File: src/hw/rtl/gwm_pkg.sv
package gwm_pkg;

    // default sizing
    localparam int C_PATTERN_CHARS = 16;
    localparam int C_CHAR_BITS     = 8;
    localparam int C_QDEPTH        = 2;

    // configuration register fields
    localparam int C_CFG_DATA_W = 64;
    localparam int C_CFG_IDX_W  = 2;
    localparam int C_LEN_W      = 5;

    // configuration register indexes
    localparam logic [C_CFG_IDX_W-1:0] CFG_PAT_LOW  = 2'd0;
    localparam logic [C_CFG_IDX_W-1:0] CFG_PAT_HIGH = 2'd1;
    localparam logic [C_CFG_IDX_W-1:0] CFG_PAT_LEN  = 2'd2;
    localparam logic [C_CFG_IDX_W-1:0] CFG_SEP_MODE = 2'd3;

    // request codes
    localparam logic [1:0] REQ_EMPTY = 2'd0;
    localparam logic [1:0] REQ_FIRST = 2'd1;
    localparam logic [1:0] REQ_NEXT  = 2'd2;

    // special characters
    localparam logic [7:0] C_STAR  = 8'h2A;
    localparam logic [7:0] C_QMARK = 8'h3F;
    localparam logic [7:0] C_SLASH = 8'h2F;
    localparam logic [7:0] C_DOT   = 8'h2E;
    localparam logic [7:0] C_COLON = 8'h3A;

    // request class handed from front to back
    typedef struct packed {
        logic start;    // reset the position set to the closed start set
        logic cons;     // consume the character
    } t_req_cls;

endpackage

File: src/hw/rtl/gwm_fifo.sv
module gwm_fifo #(
    parameter int WIDTH = 8,
    parameter int DEPTH = gwm_pkg::C_QDEPTH
) (
    input  logic             i_clk,
    input  logic             i_rst_n,
    input  logic             i_push,
    input  logic [WIDTH-1:0] i_data,
    output logic             o_full,
    input  logic             i_pop,
    output logic             o_empty,
    output logic [WIDTH-1:0] o_data
);

    localparam int PW = (DEPTH > 1) ? $clog2(DEPTH) : 1;
    localparam int CW = $clog2(DEPTH + 1);

    logic [WIDTH-1:0] r_mem [DEPTH];
    logic [PW-1:0]    r_wr, n_wr;
    logic [PW-1:0]    r_rd, n_rd;
    logic [CW-1:0]    r_cnt, n_cnt;
    logic             do_push, do_pop;

    assign o_full  = (r_cnt == CW'(DEPTH));
    assign o_empty = (r_cnt == '0);
    assign o_data  = r_mem[r_rd];
    assign do_push = i_push && !o_full;
    assign do_pop  = i_pop && !o_empty;

    always_comb begin
        n_wr  = r_wr;
        n_rd  = r_rd;
        n_cnt = r_cnt;
        if (do_push) begin
            n_wr = (r_wr == PW'(DEPTH - 1)) ? '0 : r_wr + 1'b1;
        end
        if (do_pop) begin
            n_rd = (r_rd == PW'(DEPTH - 1)) ? '0 : r_rd + 1'b1;
        end
        if (do_push && !do_pop) begin
            n_cnt = r_cnt + 1'b1;
        end else if (do_pop && !do_push) begin
            n_cnt = r_cnt - 1'b1;
        end
    end

    always_ff @(posedge i_clk) begin
        if (!i_rst_n) begin
            r_wr  <= '0;
            r_rd  <= '0;
            r_cnt <= '0;
        end else begin
            r_wr  <= n_wr;
            r_rd  <= n_rd;
            r_cnt <= n_cnt;
        end
    end

    always_ff @(posedge i_clk) begin
        if (do_push) begin
            r_mem[r_wr] <= i_data;
        end
    end

endmodule

File: src/hw/rtl/gwm_front.sv
module gwm_front #(
    parameter int PATTERN_CHARS = gwm_pkg::C_PATTERN_CHARS,
    parameter int CHAR_BITS     = gwm_pkg::C_CHAR_BITS
) (
    input  logic                             i_clk,
    input  logic                             i_rst_n,
    input  logic                             i_cfg_we,
    input  logic [gwm_pkg::C_CFG_IDX_W-1:0]  i_cfg_index,
    input  logic [gwm_pkg::C_CFG_DATA_W-1:0] i_cfg_data,
    input  logic [1:0]                       i_req_type,
    input  logic [7:0]                       i_value_char,
    output gwm_pkg::t_req_cls                o_cls,
    output logic [PATTERN_CHARS-1:0]         o_stay,
    output logic [PATTERN_CHARS-1:0]         o_adv,
    output logic [PATTERN_CHARS-1:0]         o_jump1,
    output logic [PATTERN_CHARS-1:0]         o_jump2,
    output logic [PATTERN_CHARS:0]           o_len_hot
);

    localparam int P  = PATTERN_CHARS;
    localparam int LW = $clog2(P + 1);
    localparam logic [7:0] CMASK = (CHAR_BITS >= 8) ? 8'hFF : 8'((1 << CHAR_BITS) - 1);

    logic [63:0]                  r_pat_low;
    logic [63:0]                  r_pat_high;
    logic [gwm_pkg::C_LEN_W-1:0]  r_pat_len;
    logic                         r_sep_mode;

    logic [LW-1:0] used;
    logic [7:0]    vchar;
    logic          sep_ok;
    logic [P-1:0]  in_len, is_star, is_q, is_eq, is_dstar;

    // configuration registers
    always_ff @(posedge i_clk) begin
        if (!i_rst_n) begin
            r_pat_low  <= '0;
            r_pat_high <= '0;
            r_pat_len  <= '0;
            r_sep_mode <= 1'b0;
        end else if (i_cfg_we) begin
            unique case (i_cfg_index)
                gwm_pkg::CFG_PAT_LOW:  r_pat_low  <= i_cfg_data;
                gwm_pkg::CFG_PAT_HIGH: r_pat_high <= i_cfg_data;
                gwm_pkg::CFG_PAT_LEN:  r_pat_len  <= i_cfg_data[gwm_pkg::C_LEN_W-1:0];
                gwm_pkg::CFG_SEP_MODE: r_sep_mode <= i_cfg_data[0];
                default: ;
            endcase
        end
    end

    assign used   = (32'(r_pat_len) > P) ? LW'(P) : LW'(r_pat_len);
    assign vchar  = i_value_char & CMASK;
    assign sep_ok = !(r_sep_mode && (vchar == gwm_pkg::C_SLASH || vchar == gwm_pkg::C_DOT
                                     || vchar == gwm_pkg::C_COLON));

    // request class
    always_comb begin
        o_cls = '0;
        unique case (i_req_type)
            gwm_pkg::REQ_EMPTY: o_cls.start = 1'b1;
            gwm_pkg::REQ_FIRST: begin
                o_cls.start = 1'b1;
                o_cls.cons  = 1'b1;
            end
            gwm_pkg::REQ_NEXT:  o_cls.cons = 1'b1;
            default: ;
        endcase
    end

    for (genvar k = 0; k < P; k++) begin : g_pos
        logic [7:0] pbyte, pc;
        if (k < 8) begin : g_low
            assign pbyte = r_pat_low[8*k +: 8];
        end else if (k < 16) begin : g_high
            assign pbyte = r_pat_high[8*(k-8) +: 8];
        end else begin : g_none
            assign pbyte = 8'h00;
        end
        assign pc         = pbyte & CMASK;
        assign in_len[k]  = (32'(used) > k);
        assign is_star[k] = (pc == (gwm_pkg::C_STAR & CMASK));
        assign is_q[k]    = (pc == (gwm_pkg::C_QMARK & CMASK));
        assign is_eq[k]   = (pc == vchar);
        if (k + 1 < P) begin : g_dnext
            assign is_dstar[k] = is_star[k] && is_star[k+1] && (32'(used) > k + 1);
        end else begin : g_dlast
            assign is_dstar[k] = 1'b0;
        end
        // per-position moves for this character
        assign o_stay[k]  = in_len[k] && is_star[k] && (is_dstar[k] || sep_ok);
        assign o_adv[k]   = in_len[k] && !is_star[k]
                            && ((is_q[k] && sep_ok) || (!is_q[k] && is_eq[k]));
        // star skips, fixed by the pattern
        assign o_jump1[k] = in_len[k] && is_star[k] && !is_dstar[k];
        assign o_jump2[k] = in_len[k] && is_star[k] && is_dstar[k];
    end

    for (genvar j = 0; j <= P; j++) begin : g_len
        assign o_len_hot[j] = (32'(used) == j);
    end

endmodule

File: src/hw/rtl/gwm_back.sv
module gwm_back #(
    parameter int PATTERN_CHARS = gwm_pkg::C_PATTERN_CHARS
) (
    input  logic                     i_clk,
    input  logic                     i_rst_n,
    input  logic                     i_valid,
    input  gwm_pkg::t_req_cls        i_cls,
    input  logic [PATTERN_CHARS-1:0] i_stay,
    input  logic [PATTERN_CHARS-1:0] i_adv,
    input  logic [PATTERN_CHARS-1:0] i_jump1,
    input  logic [PATTERN_CHARS-1:0] i_jump2,
    input  logic [PATTERN_CHARS:0]   i_len_hot,
    input  logic                     i_out_full,
    output logic                     o_take,
    output logic                     o_whole_match
);

    localparam int P   = PATTERN_CHARS;
    localparam int POS = P + 1;

    logic [POS-1:0] r_active, n_active;
    logic [POS-1:0] start_set, base, stepped;

    // forward star closure, one ascending pass
    function automatic logic [POS-1:0] f_close(input logic [POS-1:0] s_in,
                                               input logic [P-1:0]   j1,
                                               input logic [P-1:0]   j2);
        logic [POS:0] s;
        s = {1'b0, s_in};
        for (int i = 0; i < P; i++) begin
            if (s[i] && j1[i]) s[i+1] = 1'b1;
            if (s[i] && j2[i]) s[i+2] = 1'b1;
        end
        return s[POS-1:0];
    endfunction

    assign o_take = i_valid && !i_out_full;

    always_comb begin
        start_set = f_close(POS'(1), i_jump1, i_jump2);
        base      = i_cls.start ? start_set : r_active;
        stepped   = '0;
        for (int i = 0; i < P; i++) begin
            if (base[i] && i_stay[i]) stepped[i]   = 1'b1;
            if (base[i] && i_adv[i])  stepped[i+1] = 1'b1;
        end
        n_active      = i_cls.cons ? f_close(stepped, i_jump1, i_jump2) : base;
        o_whole_match = |(n_active & i_len_hot);
    end

    always_ff @(posedge i_clk) begin
        if (!i_rst_n) begin
            r_active <= '0;
        end else if (o_take) begin
            r_active <= n_active;
        end
    end

endmodule

File: src/hw/rtl/glob_wildcard_matcher.sv
// each request is registered in the request queue, its result in the result queue
// throughput: one transaction per cycle unless the result queue is full, set by the
// back-stage position-set update; both queues, of two entries each, absorb stalls
// reset (synchronous, active low) clears the pattern registers, the position set
// and both queues; full and empty read low and high the cycle after reset
module glob_wildcard_matcher #(
    parameter int PATTERN_CHARS = gwm_pkg::C_PATTERN_CHARS,
    parameter int CHAR_BITS     = gwm_pkg::C_CHAR_BITS
) (
    input  logic                             i_clk,
    input  logic                             i_rst_n,
    // configuration write port
    input  logic                             i_cfg_we,
    input  logic [gwm_pkg::C_CFG_IDX_W-1:0]  i_cfg_index,
    input  logic [gwm_pkg::C_CFG_DATA_W-1:0] i_cfg_data,
    // request side
    input  logic                             push,
    output logic                             full,
    input  logic [1:0]                       i_req_type,
    input  logic [7:0]                       i_value_char,
    // result side
    output logic                             empty,
    input  logic                             pop,
    output logic                             o_whole_match
);

    localparam int P  = PATTERN_CHARS;
    localparam int QW = $bits(gwm_pkg::t_req_cls) + 2 * P;

    // front: classified request and per-position moves
    gwm_pkg::t_req_cls f_cls;
    logic [P-1:0]      f_stay, f_adv;
    // pattern-only decode; the user keeps it stable while transactions are in flight; the block does not enforce it
    logic [P-1:0]      jump1, jump2;
    logic [P:0]        len_hot;

    // queue between front and back
    logic [QW-1:0]     q_wdata, q_rdata;
    logic              q_empty;

    // back side
    gwm_pkg::t_req_cls b_cls;
    logic [P-1:0]      b_stay, b_adv;
    logic              b_take, b_match;
    logic              out_full;

    gwm_front #(
        .PATTERN_CHARS (PATTERN_CHARS),
        .CHAR_BITS     (CHAR_BITS)
    ) u_front (
        .i_clk        (i_clk),
        .i_rst_n      (i_rst_n),
        .i_cfg_we     (i_cfg_we),
        .i_cfg_index  (i_cfg_index),
        .i_cfg_data   (i_cfg_data),
        .i_req_type   (i_req_type),
        .i_value_char (i_value_char),
        .o_cls        (f_cls),
        .o_stay       (f_stay),
        .o_adv        (f_adv),
        .o_jump1      (jump1),
        .o_jump2      (jump2),
        .o_len_hot    (len_hot)
    );

    assign q_wdata = {f_cls, f_stay, f_adv};

    // request queue, full here is the port's back-pressure
    gwm_fifo #(
        .WIDTH (QW)
    ) u_req_q (
        .i_clk   (i_clk),
        .i_rst_n (i_rst_n),
        .i_push  (push),
        .i_data  (q_wdata),
        .o_full  (full),
        .i_pop   (b_take),
        .o_empty (q_empty),
        .o_data  (q_rdata)
    );

    assign {b_cls, b_stay, b_adv} = q_rdata;

    // back: owns the reachable position set
    gwm_back #(
        .PATTERN_CHARS (PATTERN_CHARS)
    ) u_back (
        .i_clk         (i_clk),
        .i_rst_n       (i_rst_n),
        .i_valid       (!q_empty),
        .i_cls         (b_cls),
        .i_stay        (b_stay),
        .i_adv         (b_adv),
        .i_jump1       (jump1),
        .i_jump2       (jump2),
        .i_len_hot     (len_hot),
        .i_out_full    (out_full),
        .o_take        (b_take),
        .o_whole_match (b_match)
    );

    // result queue, decouples the back from the consumer
    gwm_fifo #(
        .WIDTH (1)
    ) u_res_q (
        .i_clk   (i_clk),
        .i_rst_n (i_rst_n),
        .i_push  (b_take),
        .i_data  (b_match),
        .o_full  (out_full),
        .i_pop   (pop),
        .o_empty (empty),
        .o_data  (o_whole_match)
    );

endmodule

File: config.mk
export PLATFORM = sky130hd
export DESIGN_NAME = glob_wildcard_matcher
export DESIGN_NICKNAME = d
export VERILOG_FILES = /design/src/hw/rtl/gwm_pkg.sv /design/src/hw/rtl/gwm_fifo.sv /design/src/hw/rtl/gwm_front.sv /design/src/hw/rtl/gwm_back.sv /design/src/hw/rtl/glob_wildcard_matcher.sv
export SDC_FILE = /design/constraint.sdc
export NUM_CORES = 1
export LEC_CHECK = 0
export ABC_AREA = 1
export BUFFER_PORTS_ARGS = -buffer_cell sky130_fd_sc_hd__buf_2
export CAP_MARGIN = 15
export CELL_PAD_IN_SITES_DETAIL_PLACEMENT = 2
export CELL_PAD_IN_SITES_GLOBAL_PLACEMENT = 2
export CORE_UTILIZATION = 40
export CTS_BUF_LIST = sky130_fd_sc_hd__clkbuf_4 sky130_fd_sc_hd__clkbuf_8
export CTS_CLUSTER_SIZE = 12
export DETAILED_ROUTE_END_ITERATION = 6
export PLACE_DENSITY = 0.86
export SLEW_MARGIN = 25
export SYNTH_ARGS = -nofsm -noshare
export SYNTH_HDL_FRONTEND = slang
export SYNTH_SLANG_ARGS = --single-unit
File: constraint.sdc
create_clock -name i_clk -period 6.9 [get_ports i_clk]
set_input_delay 1.38 -clock i_clk [delete_from_list [all_inputs] [get_ports i_clk]]
set_output_delay 1.38 -clock i_clk [all_outputs]
set_load 0.005 [all_outputs]
== Word level (Yosys, flattened, before mapping) ==
Memory sizes are Yosys's and may differ from the RTL's. A register that Yosys moved wholly into a read port is not among the register bits.
Index checks and enable logic that the tools add are counted.
W data, S select, Z words.
Word-level totals
  RAM bits: 70
  input port bits: 81
  register bits after elaboration: 159
  memory bits (read-only): 0
  logic and storage cells: 589
  output and inout port bits: 3
  memories kept: 2
  bits in latches: 0
Operators by class
  div/mod/pow operators: 0
  multipliers: 0
  magnitude comparators: 17
  bitwise operators: 1
  reductions and logical operators: 361
  shifts and indexed selects: 0
  muxes and demuxes: 115
  eq/ne operators: 74
  add/sub/neg operators: 8
Memory list
  u_req_q.r_mem: depth 2, width 34, rd ports 1, clocked after Yosys merged registers in 1, write ports 1, RTL line gwm_fifo.sv:18  | logic [WIDTH-1:0] r_mem [DEPTH];
  u_res_q.r_mem: depth 2, width 1, rd ports 1, clocked after Yosys merged registers in 1, write ports 1, RTL line gwm_fifo.sv:18
Operator list (count)
  $eq A8 B6 Y1 const B: 35
  $logic_and A1 B1 Y1: 258
  $eq A8 B8 Y1: 16
  $mux W1: 108
  $logic_not A1 Y1: 56
  $eq A5 B4 Y1 const B: 8
  $gt A5 B4 Y1 const B: 8
  $mux W17: 2
  $logic_or A1 B1 Y1: 33
  $eq A5 B3 Y1 const B: 4
  $gt A5 B3 Y1 const B: 4
  $and A17 B17 Y17: 1
  $reduce_or A17 Y1: 1
  $eq A2 B2 Y1 const B: 5
  $eq A5 B2 Y1 const B: 2
  $gt A5 B1 Y1 const B: 2
  $gt A5 B2 Y1 const B: 2
  $logic_not A2 Y1: 4
  $mux W2: 4
  $reduce_and A2 Y1: 4
  $eq A5 B1 Y1 const B: 1
  $eq A5 B5 Y1 const B: 1
  $gt A5 B5 Y1 const B: 1
  $logic_not A5 Y1: 1
  other kinds (7): 15

== Longest topological paths before layout ==
Gate-level depths: netlist of the first run.
  word-level depth: 75
  mapped depth: 39
  gate-level depth less buffers: 39

== By module ==
A second synthesis of the first run with hierarchy kept.
Unflattened totals
  cell total of the unflattened synthesis: 1966
  area, all modules: 13753.2 µm²
By module, submodules not included
  gwm_front: area an instance 8494.4 µm², seq. area each 2682.6 µm², cells an instance 1420, times used 1
  gwm_fifo at u_req_q: area an instance 2854.0 µm², seq. area each 2142.1 µm², cells an instance 144, times used 1
  gwm_back: area an instance 2082.0 µm², seq. area each 340.3 µm², cells an instance 360, times used 1
  gwm_fifo at u_res_q: area an instance 319.1 µm², seq. area each 160.2 µm², cells an instance 41, times used 1
  glob_wildcard_matcher: area an instance 3.8 µm², seq. area each 0.0 µm², cells an instance 1, times used 1

== Least setup slack after synthesis of the first run ==
No wires, ideal clock.
  path kind: input port to flip-flop
  start point: input port push
  end point: memory u_req_q.r_mem[1][0] (netlist name) (enable)
  data required time: 6.473 ns
  buffers on the path: 0
  setup time: 0.427 ns
  setup slack: 3.492 ns
  arrival time: 2.981 ns
  cell stages on the path: 2
  cell sequence: o21ai_0 -> nor2_1
Between the ends
  cells in the longest elaborated chain, start to end: 3
Ends and longest elaborated chain
  start, declared: RTL line glob_wildcard_matcher.sv:17  | input logic push,
  $logic_and A1 B1 Y1: RTL line gwm_fifo.sv:27  | assign do_push = i_push && !o_full;
  $mux W1: RTL line gwm_fifo.sv:60  | if (do_push) begin
  $mux W1 (not written as such): RTL line gwm_fifo.sv:61  | r_mem[r_wr] <= i_data;
  end, declared: RTL line gwm_fifo.sv:18
No other way between the ends.

==> out/qor.csv, run 1 <==
stage;metric;value;unit
clock_tree;tritoncts;done;
drt;dr.pass1.iters;5;
synthesis;synth.cells.most_frequent;sky130_fd_sc_hd__nor2_1 (317), sky130_fd_sc_hd__o21ai_0 (176), sky130_fd_sc_hd__nand2_1 (165);
place;place.port_buffers;83;
synthesis;synthArstFlopShare;0;
clock_tree;postCtsHoldBufs;0;
sta;finalCritPeriodShare;0.720;
status;outcome;completed;
synthesis;ys_top_cells_by_area;sky130_fd_sc_hd__dfxtp_1 (26%), sky130_fd_sc_hd__edfxtp_1 (17%), sky130_fd_sc_hd__nor2_1 (9.7%);
sta;period_minus_slack;4.97;ns
floorplan;initial_utilization;0.411;
drt;dr.first_iter.drc_count;854;
clock_tree;cts-root-buf;sky130_fd_sc_hd__clkbuf_8;
synthesis;yosys.cell_count.top_type;sky130_fd_sc_hd__nor2_1;
drt;wire_length_per_cell_after_detailed_routing;25.3;um
setup_path;critical-path-top-cell-by-count;sky130_fd_sc_hd__nand2_1;
sta;whs;0.463;ns
global_routing;grt_overflow_total;0;
floorplan;fp.dieW;177;um
cells_and_area;finalInstanceArea;14000;um2
global_routing;grt_pass1_wl;80200;um
floorplan;die_height;177;um
drt;ant_nets;0;
place;detailed_place.area;13000;um2
clock_tree;source_to_sink_clock_delay_at_the_later_pin_of_the_worst_skew_pair;0.59;ns
floorplan;fp-row-count;63;
sta;timing.clock.skew;0.0258;ns
worst_hold_path;hold_path.class;reg2reg;
pwr;switchingPower;1.66;mW
setup_path;endpoint_kind;flop;
floorplan;total_die_area;31500;um2
synthesis;mappedNetlistNets;1705;
place;numPlacedInstances;2025;
pwr;leakage;5.70;nW
synthesis;average_cell_area_after_synthesis;7.60;um2
place;final_gp_congestion;0.940;
synthesis;synth_ff_type;sky130_fd_sc_hd__dfxtp_1;
clock_tree;clkTransAtPathRegs;0.06;ns
sta;report.final.slew_viol_count;0;
pwr;p_seq_frac;0.375;
pwr;power.density;322;nW/um2
drt;drt-total-wl;53200;um
sta;timing.slew.headroom;0.133;
synthesis;yosysTopAreaCellShare;0.262;
synthesis;post_synth_num_cell_types;55;
drt;post_drt_via_cell_ratio;5.90;
place;hpwlAfterDp;35600;um
sta;worst_slack;1.93;ns
clock_tree;postCtsResizedCells;0;
global_routing;grtUsageTotal;0.336;
synthesis;syn_inst;1620;
clock_tree;cts_made_buffers;43;
setup_path;critical_path.max_stage_delay;0.51;ns
clock_tree;clockBufferDepth;3;
synthesis;ff_latch_count_synth;231;
sta;fin_setup_tns;0;ns
cells_and_area;area.growth.synth_to_final;13.7;%
job;timing.max_cap.violations;0;
global_routing;grt_pass1_vias;13548;
setup_path;timing.critical_path.arrival;5.28;ns
floorplan;core_area;30000;um2
cells_and_area;post_layout_nonfiller_instances;2101;
sta;setup_viol;0;
drt;drc_errors;0;
floorplan;ioPinCount;84;
sta;tightest_slew;1.27;ns
synthesis;synthDominantAreaCellType;sky130_fd_sc_hd__dfxtp_1;
sta;final-hold-violation-count;0;
pwr;combinationalPowerShare;0.285;
setup_path;slowest_library_cell_on_the_worst_path;sky130_fd_sc_hd__inv_2;
global_routing;number_of_antenna_violations_at_the_first_check_in_global_routing;0;
sta;max_freq;201;MHz
pwr;cell_internal_pwr;2.84;mW
cells_and_area;drive_gt1_frac;0.151;
place;dp_slack;2.10;ns
clock_tree;htree_levels;2;
sta;grt_setup_unrepaired;false;
synthesis;synth_seq_area_share;0.432;
setup_path;criticalPathCategory;reg2reg;
clock_tree;tritoncts_num_sinks;231;
cells_and_area;total_nets_final;1766;
synthesis;yosys_warnings;0;
drt;routed-via-count;12401;
pwr;irDropWorstVdd;203;uV
clock_tree;cts_setup_buffers;0;
global_routing;pin_count_of_the_biggest_net_entering_global_routing;88;
synthesis;edff_count_synth;70;
setup_path;cp_data_required_time;7.21;ns
pwr;netSwitchingFraction;0.369;
pwr;pwr-share-clk;0.341;
setup_path;kind_of_launch_point_of_the_worst_setup_path;flop;
synthesis;netlist_area;12300;um2
setup_path;worst-path-max-fanout;36;
cells_and_area;antenna-diode-count;0;
==> final timing paths <==
kind | start | slack [ns] | end | cells after the start
min reg2reg | u_front.r_sep_mode$_SDFFE_PN0P_ | 0.46 | u_front.r_sep_mode$_SDFFE_PN0P_ | 2
max reg2reg | flop | 1.93 | u_res_q.r_mem[1]$_DFFE_PP_ | 35
max | flop | 1.93 | u_res_q.r_mem[1]$_DFFE_PP_ | 35
min | u_front.r_sep_mode$_SDFFE_PN0P_ | 0.46 | u_front.r_sep_mode$_SDFFE_PN0P_ | 2
==> critical path, delay by kind of cell (launching register included) <==
kind,cells,cell delay (ns)
simple gates,30,2.98
buf+inv,3,0.99
compound gates,2,0.38
flops,1,0.30
==> registers in the layout (all words and copies together) (netlist names), named ones only <==
signal / cells
u_res_q.r_cnt: 2
u_req_q.r_wr: 1
u_req_q.r_rd: 1
u_front.r_pat_len: 5
u_front.r_pat_high: 64
u_front.r_pat_low: 64
u_res_q.r_rd: 1
u_res_q.r_wr: 1
u_req_q.r_cnt: 2
u_req_q.r_mem: 68
u_back.r_active: 17
u_front.r_sep_mode: 1
u_res_q.r_mem: 2
==> routing by layer <==
metal  wire length (um)  up-vias  part of all wire  global-route usage
met5                  0        -                 0                   0
met4               2120        0             0.040               0.155
met3               2740      153             0.052              0.0510
met2              25600      447              0.48               0.571
met1              22800     6237              0.43               0.416
li1                   -     5564                 -                   -
==> power groups by stage <==
stage	Combinational (mW)	Sequential [mW]	Clock, mW
after floorplan	0.848	1.67	0
after global placement	1.16	1.69	0
after detailed placement	1.23	1.71	0
after CTS	1.26	1.68	1.54
after global routing	1.39	1.70	1.60
final	1.28	1.69	1.53
==> layout by cell type (no fill, tap or decap), types with 4 or more instances in the layout <==
cell	instances
sky130_fd_sc_hd__a2111oi_0	13
sky130_fd_sc_hd__a21oi_1	97
sky130_fd_sc_hd__a21oi_2	7
sky130_fd_sc_hd__a31oi_1	4
sky130_fd_sc_hd__a41oi_1	14
sky130_fd_sc_hd__buf_2	82
sky130_fd_sc_hd__buf_4	10
sky130_fd_sc_hd__bufinv_16	4
sky130_fd_sc_hd__clkbuf_4	8
sky130_fd_sc_hd__clkbuf_8	52
sky130_fd_sc_hd__clkinv_1	9
sky130_fd_sc_hd__dfxtp_1	161
sky130_fd_sc_hd__edfxtp_1	70
sky130_fd_sc_hd__ha_1	4
sky130_fd_sc_hd__inv_1	144
sky130_fd_sc_hd__inv_2	11
sky130_fd_sc_hd__nand2_1	165
sky130_fd_sc_hd__nand2_2	21
sky130_fd_sc_hd__nand2_4	6
sky130_fd_sc_hd__nand3_1	49
sky130_fd_sc_hd__nand4_1	29
sky130_fd_sc_hd__nor2_1	313
sky130_fd_sc_hd__nor2_2	9
sky130_fd_sc_hd__nor2_4	7
sky130_fd_sc_hd__nor3_1	11
sky130_fd_sc_hd__nor4_1	24
sky130_fd_sc_hd__o211ai_1	13
sky130_fd_sc_hd__o21ai_0	176
sky130_fd_sc_hd__o21ai_1	5
sky130_fd_sc_hd__o22ai_1	23
sky130_fd_sc_hd__o31ai_1	8
sky130_fd_sc_hd__or2_2	27
sky130_fd_sc_hd__xnor2_1	40
sky130_fd_sc_hd__xor2_1	55
==> per-stage QoR <==
step | power, mW | utilization
floorplan | 2.52 | -
global placement | 2.86 | 0.434
detailed placement | 2.94 | 0.435
CTS | 4.49 | 0.467
global route | 4.69 | 0.468
finish | 4.50 | 0.468
==> final cells by class <==
cell class / count / area (um2)
well taps: 390 / 488
multi-input cells: 1152 / 6110
fillers: 3483 / 16000
flip-flops and latches: 231 / 5330
clock inverters: 15 / 178
clock buffers: 60 / 776
repair buffers: 94 / 533
inverters: 159 / 597
==> logic make-up (layout without fill, tap and decap cells) <==
logic type	after synthesis	after routing	share of synthesized area
and+or+nand+nor	678	678	0.248
buffers and inverters	237	328	0.0737
adders and majority gates	4	4	0.00406
muxes	3	3	0.00254
xor gates and xnor gates	95	95	0.0676
DFF	231	231	0.432
AOI/OAI and AO/OA	372	372	0.172
Note: power is estimated with default switching activity, not from simulation.
==> run 2, diff against run 1 <==
--- a/config.mk
+++ b/config.mk
@@ -10,11 +10,11 @@
 export CAP_MARGIN = 15
 export CELL_PAD_IN_SITES_DETAIL_PLACEMENT = 2
 export CELL_PAD_IN_SITES_GLOBAL_PLACEMENT = 2
-export CORE_UTILIZATION = 40
+export CORE_UTILIZATION = 37
 export CTS_BUF_LIST = sky130_fd_sc_hd__clkbuf_4 sky130_fd_sc_hd__clkbuf_8
 export CTS_CLUSTER_SIZE = 12
 export DETAILED_ROUTE_END_ITERATION = 6
-export PLACE_DENSITY = 0.86
+export PLACE_DENSITY = 0.8
 export SLEW_MARGIN = 25
 export SYNTH_ARGS = -nofsm -noshare
 export SYNTH_HDL_FRONTEND = slang
==> constraint.sdc (replaced) <==
create_clock -name i_clk -period 5.1 [get_ports i_clk]
set_input_delay 1.02 -clock i_clk [delete_from_list [all_inputs] [get_ports i_clk]]
set_output_delay 1.02 -clock i_clk [all_outputs]
set_load 0.005 [all_outputs]
==> run 2 against run 1 <==
Compared with the run above:
- combinational power increased by 33%
- total power rose by 31%
- clock-buffer cell count increased by 11
- worst setup slack worse by 1.3 ns
- register-to-register slack lost 1.3 ns
- clock power rose by 27%
- wire length is 8.9% lower
- first-iteration DRC count down 23%
- final cell count increased by 3.3%
==> out/qor.csv, run 2 (same netlist as run 1, synthesis figures left out) <==
stage;metric;value;unit;change
status;outcome;completed;;
sta;max_freq;224;MHz;+11%
pwr;netSwitchingFraction;0.365;;-0.00494
drt;maxUsedRoutingLayer;met4;;
global_routing;grt_pass1_wl;75300;um;-6.2%
sta;final-hold-violation-count;0;;unchanged
clock_tree;tritoncts;done;;
setup_path;timing.critical_path.arrival;4.90;ns;-0.38 ns
setup_path;kind_of_launch_point_of_the_worst_setup_path;flop;;
cells_and_area;number_of_flip_flops_in_the_largest_register;68;;unchanged
cells_and_area;largestRegisters;u_req_q.r_mem (68), u_front.r_pat_high (64), u_front.r_pat_low (64);;
floorplan;fp.dieW;184;um;+3.9%
drt;sum_of_met2_wire_segment_lengths_after_detailed_routing;23700;um;-7.3%
clock_tree;cts_made_buffers;45;;+4.7%
cells_and_area;final_common_cell;sky130_fd_sc_hd__nor2_1;;
cells_and_area;final_core_utilization;0.433;;-0.0343
cells_and_area;layout.filler_cells;3791;;+8.8%
sta;grt_setup_unrepaired;false;;
cells_and_area;drive_gt1_frac;0.161;;+0.00941
setup_path;startpoint;u_front.r_pat_low[9]$_SDFFE_PN0P_;;
drt;drt-total-wl;48500;um;-8.9%
floorplan;fp-row-count;66;;+4.8%
clock_tree;cts_setup_buffers;0;;unchanged
global_routing;grtUsageTotal;0.291;;-0.0450
cells_and_area;commonest_cells_after_routing_fill_and_taps_aside;sky130_fd_sc_hd__nor2_1 (313), sky130_fd_sc_hd__o21ai_0 (176), sky130_fd_sc_hd__nand2_1 (165);;
pwr;pwr-share-clk;0.327;;-0.014
floorplan;total_die_area;34000;um2;+8.0%
setup_path;cp_data_required_time;5.53;ns;-1.68 ns
drt;wl_met1;21500;um;-5.3%
clock_tree;cts-root-buf;sky130_fd_sc_hd__clkbuf_8;;
place;numPlacedInstances;2089;;+3.2%
drt;wire_length_per_cell_after_detailed_routing;22.3;um;-12%
setup_path;worst_r2r_endpoint;u_res_q.r_mem[1]$_DFFE_PP_;;
worst_hold_path;hold_path.class;reg2reg;;
sta;period_minus_slack;4.47;ns;-0.498 ns
global_routing;number_of_antenna_violations_at_the_first_check_in_global_routing;0;;unchanged
drt;drc_errors;0;;unchanged
worst_hold_path;worstHoldPathCells;2;;unchanged
place;dp_slack;0.302;ns;-1.79 ns
clock_tree;clkTransAtPathRegs;0.06;ns;about the same
clock_tree;clockBufferDepth;3;;unchanged
pwr;irDropWorstVdd;256;uV;+26%
setup_path;timing.rr.start;u_front.r_pat_low[9]$_SDFFE_PN0P_;;
sta;report.final.slew_viol_count;0;;unchanged
cells_and_area;antenna-diode-count;0;;unchanged
cells_and_area;finalInstanceArea;14100;um2;+0.91%
job;timing.max_cap.violations;0;;unchanged
drt;ant_nets;0;;unchanged
place;detailed_place.area;13200;um2;+1.3%
pwr;totalPowerFinal;5.91;mW;+31%
sta;finalCritPeriodShare;0.876;;+0.156
floorplan;ioPinCount;84;;unchanged
drt;dr.first_iter.drc_count;654;;-23%
sta;tightest_slew;1.04;ns;-0.229 ns
floorplan;die_height;184;um;+3.9%
sta;worst_slack;0.631;ns;-1.30 ns
global_routing;pin_count_of_the_biggest_net_entering_global_routing;101;;+15%
sta;timing.slew.headroom;0.289;;+0.157
pwr;power.density;418;nW/um2;+30%
global_routing;grt_pass1_vias;12965;;-4.3%
drt;dr.pass1.iters;7;;+2
pwr;cell_internal_pwr;3.76;mW;+32%
pwr;combinationalPowerShare;0.288;;+0.003
drt;routed-via-count;11987;;-3.3%
cells_and_area;total_nets_final;1779;;+0.74%
setup_path;worst-path-max-fanout;4;;-89%
setup_path;worst_setup_path_endpoint;u_res_q.r_mem[1]$_DFFE_PP_;;
drt;post_drt_via_cell_ratio;5.52;;-6.5%
pwr;switchingPower;2.15;mW;+30%
pwr;p_seq_frac;0.384;;+0.009
cells_and_area;post_layout_nonfiller_instances;2171;;+3.3%
drt;met3_wirelength;1850;um;-33%
global_routing;grt_overflow_total;0;;unchanged
setup_path;endpoint_kind;flop;;
floorplan;core_area;32600;um2;+8.9%
clock_tree;source_to_sink_clock_delay_at_the_later_pin_of_the_worst_skew_pair;0.59;ns;about the same
floorplan;initial_utilization;0.377;;-0.0336
setup_path;rrSetupSlack;0.63;ns;-1.30 ns
clock_tree;htree_levels;2;;unchanged
clock_tree;postCtsResizedCells;0;;unchanged
cells_and_area;area.growth.synth_to_final;14.8;%;
place;place.port_buffers;83;;unchanged
clock_tree;tritoncts_num_sinks;231;;unchanged
pwr;leakage;5.77;nW;+1.1%
sta;fin_setup_tns;0;ns;unchanged
cells_and_area;registers.top_by_ff_count;u_req_q.r_mem;;
place;hpwlAfterDp;34400;um;-3.6%
sta;whs;0.477;ns;+0.0143 ns
setup_path;r2r_cells;26;;-26%
setup_path;criticalPathCategory;reg2reg;;
sta;timing.clock.skew;0.0233;ns;-0.00257 ns
place;final_gp_congestion;0.916;;-2.6%
sta;setup_viol;0;;unchanged
clock_tree;postCtsHoldBufs;0;;unchanged
[run 2: cell types whose count changed in the layout (fill, tap and decap cells not counted), sizes merged]
cell and change:
bufinv -4, clkbuf +11, buf +11
[run 2: final cells by class]
type / instances / area, um2 / area share
Clock buffer: 71 / 877 / 0.0621
Clock inverter: 11 / 55.1 / 0.00390
Inverter: 159 / 597 / 0.0422
Multi-Input combinational cell: 1152 / 6100 / 0.432
Sequential cell: 231 / 5330 / 0.377
Tap cell: 442 / 553 / 0.0391
Timing Repair Buffer: 105 / 621 / 0.0439
[run 2: layer usage]
layer / track usage / vias to the layer above
met5: 0 / -
met2: 0.505 / 271
li1: - / 5596
met3: 0.0397 / 93
met1: 0.369 / 6027
met4: 0.0963 / 0
[run 2: how the worst min path moves through the flow]
stage                                                 from                          endpoint  slack [ns]
after detailed placement         u_req_q.r_rd$_SDFFE_PN0P_         u_req_q.r_rd$_SDFFE_PN0P_        0.47
after global placement           u_req_q.r_rd$_SDFFE_PN0P_         u_req_q.r_rd$_SDFFE_PN0P_        0.44
after CTS                 u_back.r_active[12]$_SDFFE_PN0P_  u_back.r_active[12]$_SDFFE_PN0P_        0.48
final                     u_back.r_active[12]$_SDFFE_PN0P_  u_back.r_active[12]$_SDFFE_PN0P_        0.48
after floorplan            u_front.r_sep_mode$_SDFFE_PN0P_   u_front.r_sep_mode$_SDFFE_PN0P_        0.42
after global routing      u_back.r_active[12]$_SDFFE_PN0P_  u_back.r_active[12]$_SDFFE_PN0P_        0.50
[run 2: power groups by stage]
stage	Combinational, mW	Clock, mW	Sequential [mW]
finish	1.70	1.94	2.27
global route	1.87	2.06	2.29
CTS	1.71	1.98	2.27
detailed placement	1.67	0	2.31
global placement	1.60	0	2.29
floorplan	1.15	0	2.26
[run 2: worst max-delay path, cell delays in order (launching register included)]
cell,delay (ns)
sky130_fd_sc_hd__dfxtp_1,0.40
sky130_fd_sc_hd__inv_1,0.10
sky130_fd_sc_hd__nor2_1,0.16
sky130_fd_sc_hd__nand3_1,0.09
sky130_fd_sc_hd__nor4_1,0.52
sky130_fd_sc_hd__nand3_1,0.20
sky130_fd_sc_hd__nor2_1,0.15
sky130_fd_sc_hd__nand2_1,0.14
sky130_fd_sc_hd__nor2_1,0.19
sky130_fd_sc_hd__nand4_1,0.26
sky130_fd_sc_hd__o21ai_0,0.52
sky130_fd_sc_hd__o211ai_1,0.22
sky130_fd_sc_hd__o31ai_1,0.12
sky130_fd_sc_hd__a21oi_1,0.11
sky130_fd_sc_hd__nand2_1,0.12
sky130_fd_sc_hd__nand2_1,0.07
sky130_fd_sc_hd__nand2_2,0.09
sky130_fd_sc_hd__nand2_2,0.06
sky130_fd_sc_hd__nand2_1,0.08
sky130_fd_sc_hd__nand2_1,0.07
sky130_fd_sc_hd__nand2_2,0.10
sky130_fd_sc_hd__nand2_1,0.06
sky130_fd_sc_hd__nand2_1,0.10
sky130_fd_sc_hd__nand3_1,0.12
sky130_fd_sc_hd__nand3_2,0.13
sky130_fd_sc_hd__nand2_1,0.05
sky130_fd_sc_hd__nand3_1,0.10
